<file path="src/rtl/rswh_pkg.sv">
`default_nettype none

package rswh_pkg;

	localparam int CNT_W  = 23;
	localparam int SUM_W  = 56;
	localparam int WGT_W  = 32;
	localparam int GRAY_W = 8;
	localparam int MASK_W = 8;
	localparam int REQ_W  = 2;

	localparam int DEF_GRAY_LEVELS = 256;

	// Request codes; the fourth code is a no-op.
	localparam logic [REQ_W-1:0] REQ_ACCUM = 2'd0;
	localparam logic [REQ_W-1:0] REQ_READ  = 2'd1;
	localparam logic [REQ_W-1:0] REQ_CLEAR = 2'd2;

	typedef struct packed {
		logic [REQ_W-1:0]         req_type;
		logic [GRAY_W-1:0]        gray_level;
		logic [MASK_W-1:0]        roi_mask;
		logic signed [WGT_W-1:0]  attack_value;
	} hist_req_t;

	typedef struct packed {
		logic [CNT_W-1:0]         inside_count;
		logic [CNT_W-1:0]         outside_count;
		logic signed [SUM_W-1:0]  bin_weight_sum;
		logic [CNT_W-1:0]         total_inside;
		logic [CNT_W-1:0]         total_outside;
		logic signed [SUM_W-1:0]  total_weight_sum;
	} hist_rsp_t;

	// One histogram bin, or the set of grand totals.
	typedef struct packed {
		logic [CNT_W-1:0]         inside_cnt;
		logic [CNT_W-1:0]         outside_cnt;
		logic signed [SUM_W-1:0]  wsum;
	} bin_entry_t;

	typedef bin_entry_t totals_t;

endpackage

`default_nettype wire

</file>
<file path="src/rtl/rswh_update.sv">
`default_nettype none

module rswh_update
	import rswh_pkg::*;
(
	input  wire logic                    in_roi,
	input  wire logic signed [WGT_W-1:0] weight,
	input  wire bin_entry_t              bin_in,
	input  wire totals_t                 tot_in,
	output bin_entry_t                   bin_out,
	output totals_t                      tot_out
);

	// Hold at all ones once the count gets there.
	function automatic logic [CNT_W-1:0] cnt_inc(input logic [CNT_W-1:0] c);
		cnt_inc = (&c) ? c : c + 1'b1;
	endfunction

	// Exact add with clamp to the signed range of the sum.
	function automatic logic signed [SUM_W-1:0] sum_add(
		input logic signed [SUM_W-1:0] a,
		input logic signed [WGT_W-1:0] w
	);
		logic [SUM_W:0] s;
		s = {a[SUM_W-1], a} + {{(SUM_W + 1 - WGT_W){w[WGT_W-1]}}, w};
		if (s[SUM_W] != s[SUM_W-1]) begin
			sum_add = s[SUM_W] ? {1'b1, {(SUM_W - 1){1'b0}}} : {1'b0, {(SUM_W - 1){1'b1}}};
		end else begin
			sum_add = s[SUM_W-1:0];
		end
	endfunction

	always_comb begin
		bin_out = bin_in;
		tot_out = tot_in;
		if (in_roi) begin
			bin_out.inside_cnt = cnt_inc(bin_in.inside_cnt);
			bin_out.wsum       = sum_add(bin_in.wsum, weight);
			tot_out.inside_cnt = cnt_inc(tot_in.inside_cnt);
			tot_out.wsum       = sum_add(tot_in.wsum, weight);
		end else begin
			bin_out.outside_cnt = cnt_inc(bin_in.outside_cnt);
			tot_out.outside_cnt = cnt_inc(tot_in.outside_cnt);
		end
	end

endmodule

`default_nettype wire

</file>
<file path="config.mk">
export PLATFORM = sky130hd
export DESIGN_NAME = rswh_update
export DESIGN_NICKNAME = d
export VERILOG_FILES = /design/src/rtl/rswh_pkg.sv /design/src/rtl/rswh_update.sv
export SDC_FILE = /design/constraint.sdc
export NUM_CORES = 1
export LEC_CHECK = 0
export BUFFER_PORTS_ARGS = -buffer_cell sky130_fd_sc_hd__buf_4
export CAP_MARGIN = 40
export CORE_AREA = 2 2 173 175
export DETAILED_ROUTE_END_ITERATION = 8
export DIE_AREA = 0 0 175 177
export GPL_ROUTABILITY_DRIVEN = 0
export PLACE_DENSITY = 0.67
export SLEW_MARGIN = 20
export SYNTH_ARGS = -nofsm -noshare
export SYNTH_HDL_FRONTEND = slang
export SYNTH_SLANG_ARGS = --single-unit
</file>
<file path="constraint.sdc">
create_clock -name vclk -period 2.98
set_clock_uncertainty 0.15 [all_clocks]
set_input_delay 0.149 -clock vclk [all_inputs]
set_output_delay 0.149 -clock vclk [all_outputs]
set_load 0.02 [all_outputs]
</file>
=== After elaboration in Yosys (flattened, before gate mapping) ===
Index checks and enable logic that the tools add are counted.

* Register bits after elaboration: 0
* Latch bits: 0
* RAM bits: 0
* ROM bits: 0
* Input port bits: 237
* Memories kept: 0

* Add/subtract/negate cells: 6
* $mul: 0
* Divide/modulo/power cells: 0
* $lt $le $gt $ge: 0
* Equal/unequal tests: 2
* Shifts and indexed selects: 0
* Multiplexer cells: 14
* Bitwise gates (word level): 0
* Reductions and logical operators: 4

{| class="wikitable"
|+ Operators by type and width
! kind !! number
|-
| 56-bit 2-to-1 mux || 6
|-
| 23-bit 2-to-1 mux || 8
|-
| 56-bit by 32-bit adder with 57-bit output || 2
|-
| 23-bit by 1-bit adder with 23-bit output, second input constant || 4
|-
| 23-bit AND reduction || 4
|-
| 1-bit inequality test || 2
|}

=== Longest topological paths before layout ===
* Depth after elaboration: 4
* Depth in mapped cells: 16

=== Worst setup path before layout ===
No wires, ideal clock.

* Path type: input -> output
* From: in weight[0]
* To: out bin_out[32] in the netlist's numbering
* Data arrival time: 3201 ps
* Slack: -520 ps
* Stages on the path: 14
* Path buffers: 2
* Cells stage by stage: ha_1 -> inv_1 -> fa_1 -> nor2b_1 -> o21bai_1 -> a211oi_2 -> o21ai_1 -> a311oi_2 -> a41oi_2 -> o41ai_2 -> buf_4 -> buf_6 -> nor2_2 -> o31ai_1

{| class="wikitable"
|+ RTL lines
! item !! RTL line !! text
|-
| start: declaration || rswh_update.sv:7 || <nowiki>input wire logic signed [WGT_W-1:0] weight,</nowiki>
|-
| end: declaration || rswh_update.sv:10 || <nowiki>output bin_entry_t bin_out,</nowiki>
|}

==> metrics.txt <==
outcome=complete, but fails checks; failing checks=negative setup slack; area share of the largest cell type after synthesis=0.135; num sequential=0; number of max-cap violations=0; Finished Cell Area=21,700 um^2; Worst slew margin=0.381; grt met3 use=0.0507; # placed instances=2,839; final setup margin=-0.673 ns; Multi-input gate area=12,300 um^2; first-pass GRT wire length=88,900 um; critical path class=input pin to primary output; total track usage=0.357; initial antenna violation count=4; grt met2 use=0.580; PwrDens=305 nW/um^2; GR peak layer=met2; Post-CTS Hold Buffers=0; vias in the first global route=16,500; post-route clock period utilization=1.23; VDD IR max=0.226 mV; Hold Crit Class=input pin to primary output; post-synthesis cell count=1,604; GRT overflow=0; Ports=441; # DRC=0; critical path peak fanout=3; startpoint types=input pin; routed len/inst=22.3 um; Worst-Margin Slew=0.929 ns; First DRT Iteration DRCs=2,040; Nets=2,878; register area=0 um^2; CP Cell Sequence=buf_8, ha_4, inv_2, fa_2, nor2b_4, o21bai_4, buf_4, buf_4, a211o_1, o32ai_2, buf_4, nor4_1, a211o_1, buf_4, nor4_4, o21ai_2, mux2i_2, o2111ai_4, buf_6; Final ANT Viol Nets=0; Slowest cell on crit path=fa_2; Routed WL=65,100 um; Syn Nets=~2,000; Placed Area=roughly 19,000 um^2; fin. max-slew vios=0; final setup vio count=112; via density per instance=~6; Final Hold Viols=0; Mapped Area=10,800 um^2; Design Power=6.64 mW; die area=31,000 um^2; FMAX=about 270 MHz; RSZ-0062 raised after global routing=yes; Syn Area/Cell=6.71 um^2; Synth warnings=0; # fillers=~2,000; met1 GRT Util=0.481; First-pass DRT Iterations=7; top cells by count, synth=166 x a21oi_1, 139 x nand2_1, 122 x xnor2_1; LEAKAGE=between 10 and 15 nW; leading post-synthesis cells by cell area=ha_1 13%, xnor2_1 9.9%, a21oi_1 7.7%; num rows=63; Largest stage delay, worst path=0.38 ns; final setup TNS=-60.41 ns; most common cell in the netlist=a21oi_1; Crit path arrival time=roughly 3.4 ns; worst path required time=2.68 ns; most used cell, CP=buf_4; Final Non-Filler Cells=2,912; pre-CTS setup slack=-0.906 ns; largest net degree at the start of global routing=57; port bufs=roughly 440; vias=17,700; HPWL Detailed=between 40,000 and 50,000 um; share of cells above drive strength 1=0.541; count of different cell masters after synthesis=85; Final min period=3.65 ns; crit path capture type=primary output; sequential area share after synthesis=0; core area=29,200 um^2; number of clock buffers in the layout=0; Die H=177 um; Area growth, synth to finish=102%; Synth area leader=ha_1; Initial Util=0.368; Die W=175 um
## path summary, 6_finish.rpt
kind | slack (ns) | start | endpoint | cells past startpoint
setup / recovery | -0.67 | weight[0] | bin_out[54] | 19
hold / removal | 0.44 | bin_in[85] | bin_out[85] | 3
## final cells by class
cell class,instances,area share
diodes,1,0.000115
inverters,81,0.0143
multi-input cells,1429,0.567
well taps,390,0.0224
repair buffers,1011,0.397
## routing by layer
metal  wire length [um]  part of all wire  vias to the layer above
met2              28800              0.44                     1253
met1              25100              0.39                     8290
met5                 33           0.00051                        -
met3               6940              0.11                      364
li1                   -                 -                     7830
met4               4210             0.065                        6
## placed cells by master (no fill, tap or decap), types with 16 or more instances in the layout
| cell | synthesis | layout |
|---|---|---|
| nand4_1 | 44 | 44 |
| nor2_1 | 107 | 88 |
| a21o_1 | 64 | 64 |
| nand3_1 | 60 | 60 |
| xnor2_1 | 122 | 118 |
| xor2_1 | 59 | 57 |
| a31oi_1 | 22 | 17 |
| and3_1 | 29 | 27 |
| a21oi_2 | 0 | 33 |
| a21oi_1 | 166 | 125 |
| ha_4 | 0 | 44 |
| o2bb2ai_4 | 0 | 17 |
| o21ai_2 | 1 | 45 |
| inv_1 | 81 | 76 |
| o211ai_1 | 46 | 46 |
| buf_4 | 8 | 829 |
| o21ai_1 | 30 | 30 |
| ha_1 | 116 | 65 |
| buf_6 | 7 | 148 |
| o21ai_0 | 97 | 44 |
| nor3_1 | 19 | 16 |
| nand2_1 | 139 | 129 |
## where the power goes
part	total, mW	internal, mW	switching, mW
clock network	0.0000000449	0.0000000449	0
logic	6.64	3.25	3.39
registers	0	0	0
## cell families after synthesis
group	after synthesis	synth area share
buf+inv	175	0.0720
fa+ha+maj	139	0.158
xor+xnor	183	0.150
simple gates	489	0.224
compound gates	590	0.367
mux	28	0.0289
## worst max-delay path, delay by kind of cell
family / cells / cell delay, ns
muxes: 1 / 0.28
buffers and inverters: 7 / 0.91
and+or+nand+nor: 3 / 0.39
adders and majority gates: 2 / 0.50
AOI/OAI and AO/OA: 6 / 1.12
## repair_timing
item	in CTS	in global routing
setup buffers	42	29
endpoints found under the setup margin	112	119
gates resized for setup	304	207
pin swaps	75	101
gates cloned	10	3
## metrics by stage
step	hold slack, ns	util
after global placement	0.438	0.639
after detailed placement	0.437	0.639
final	0.438	0.744
after global routing	0.447	0.744
after floorplan	0.268	-
after CTS	0.437	0.707
No activity file was read; power rests on OpenSTA's default activity.
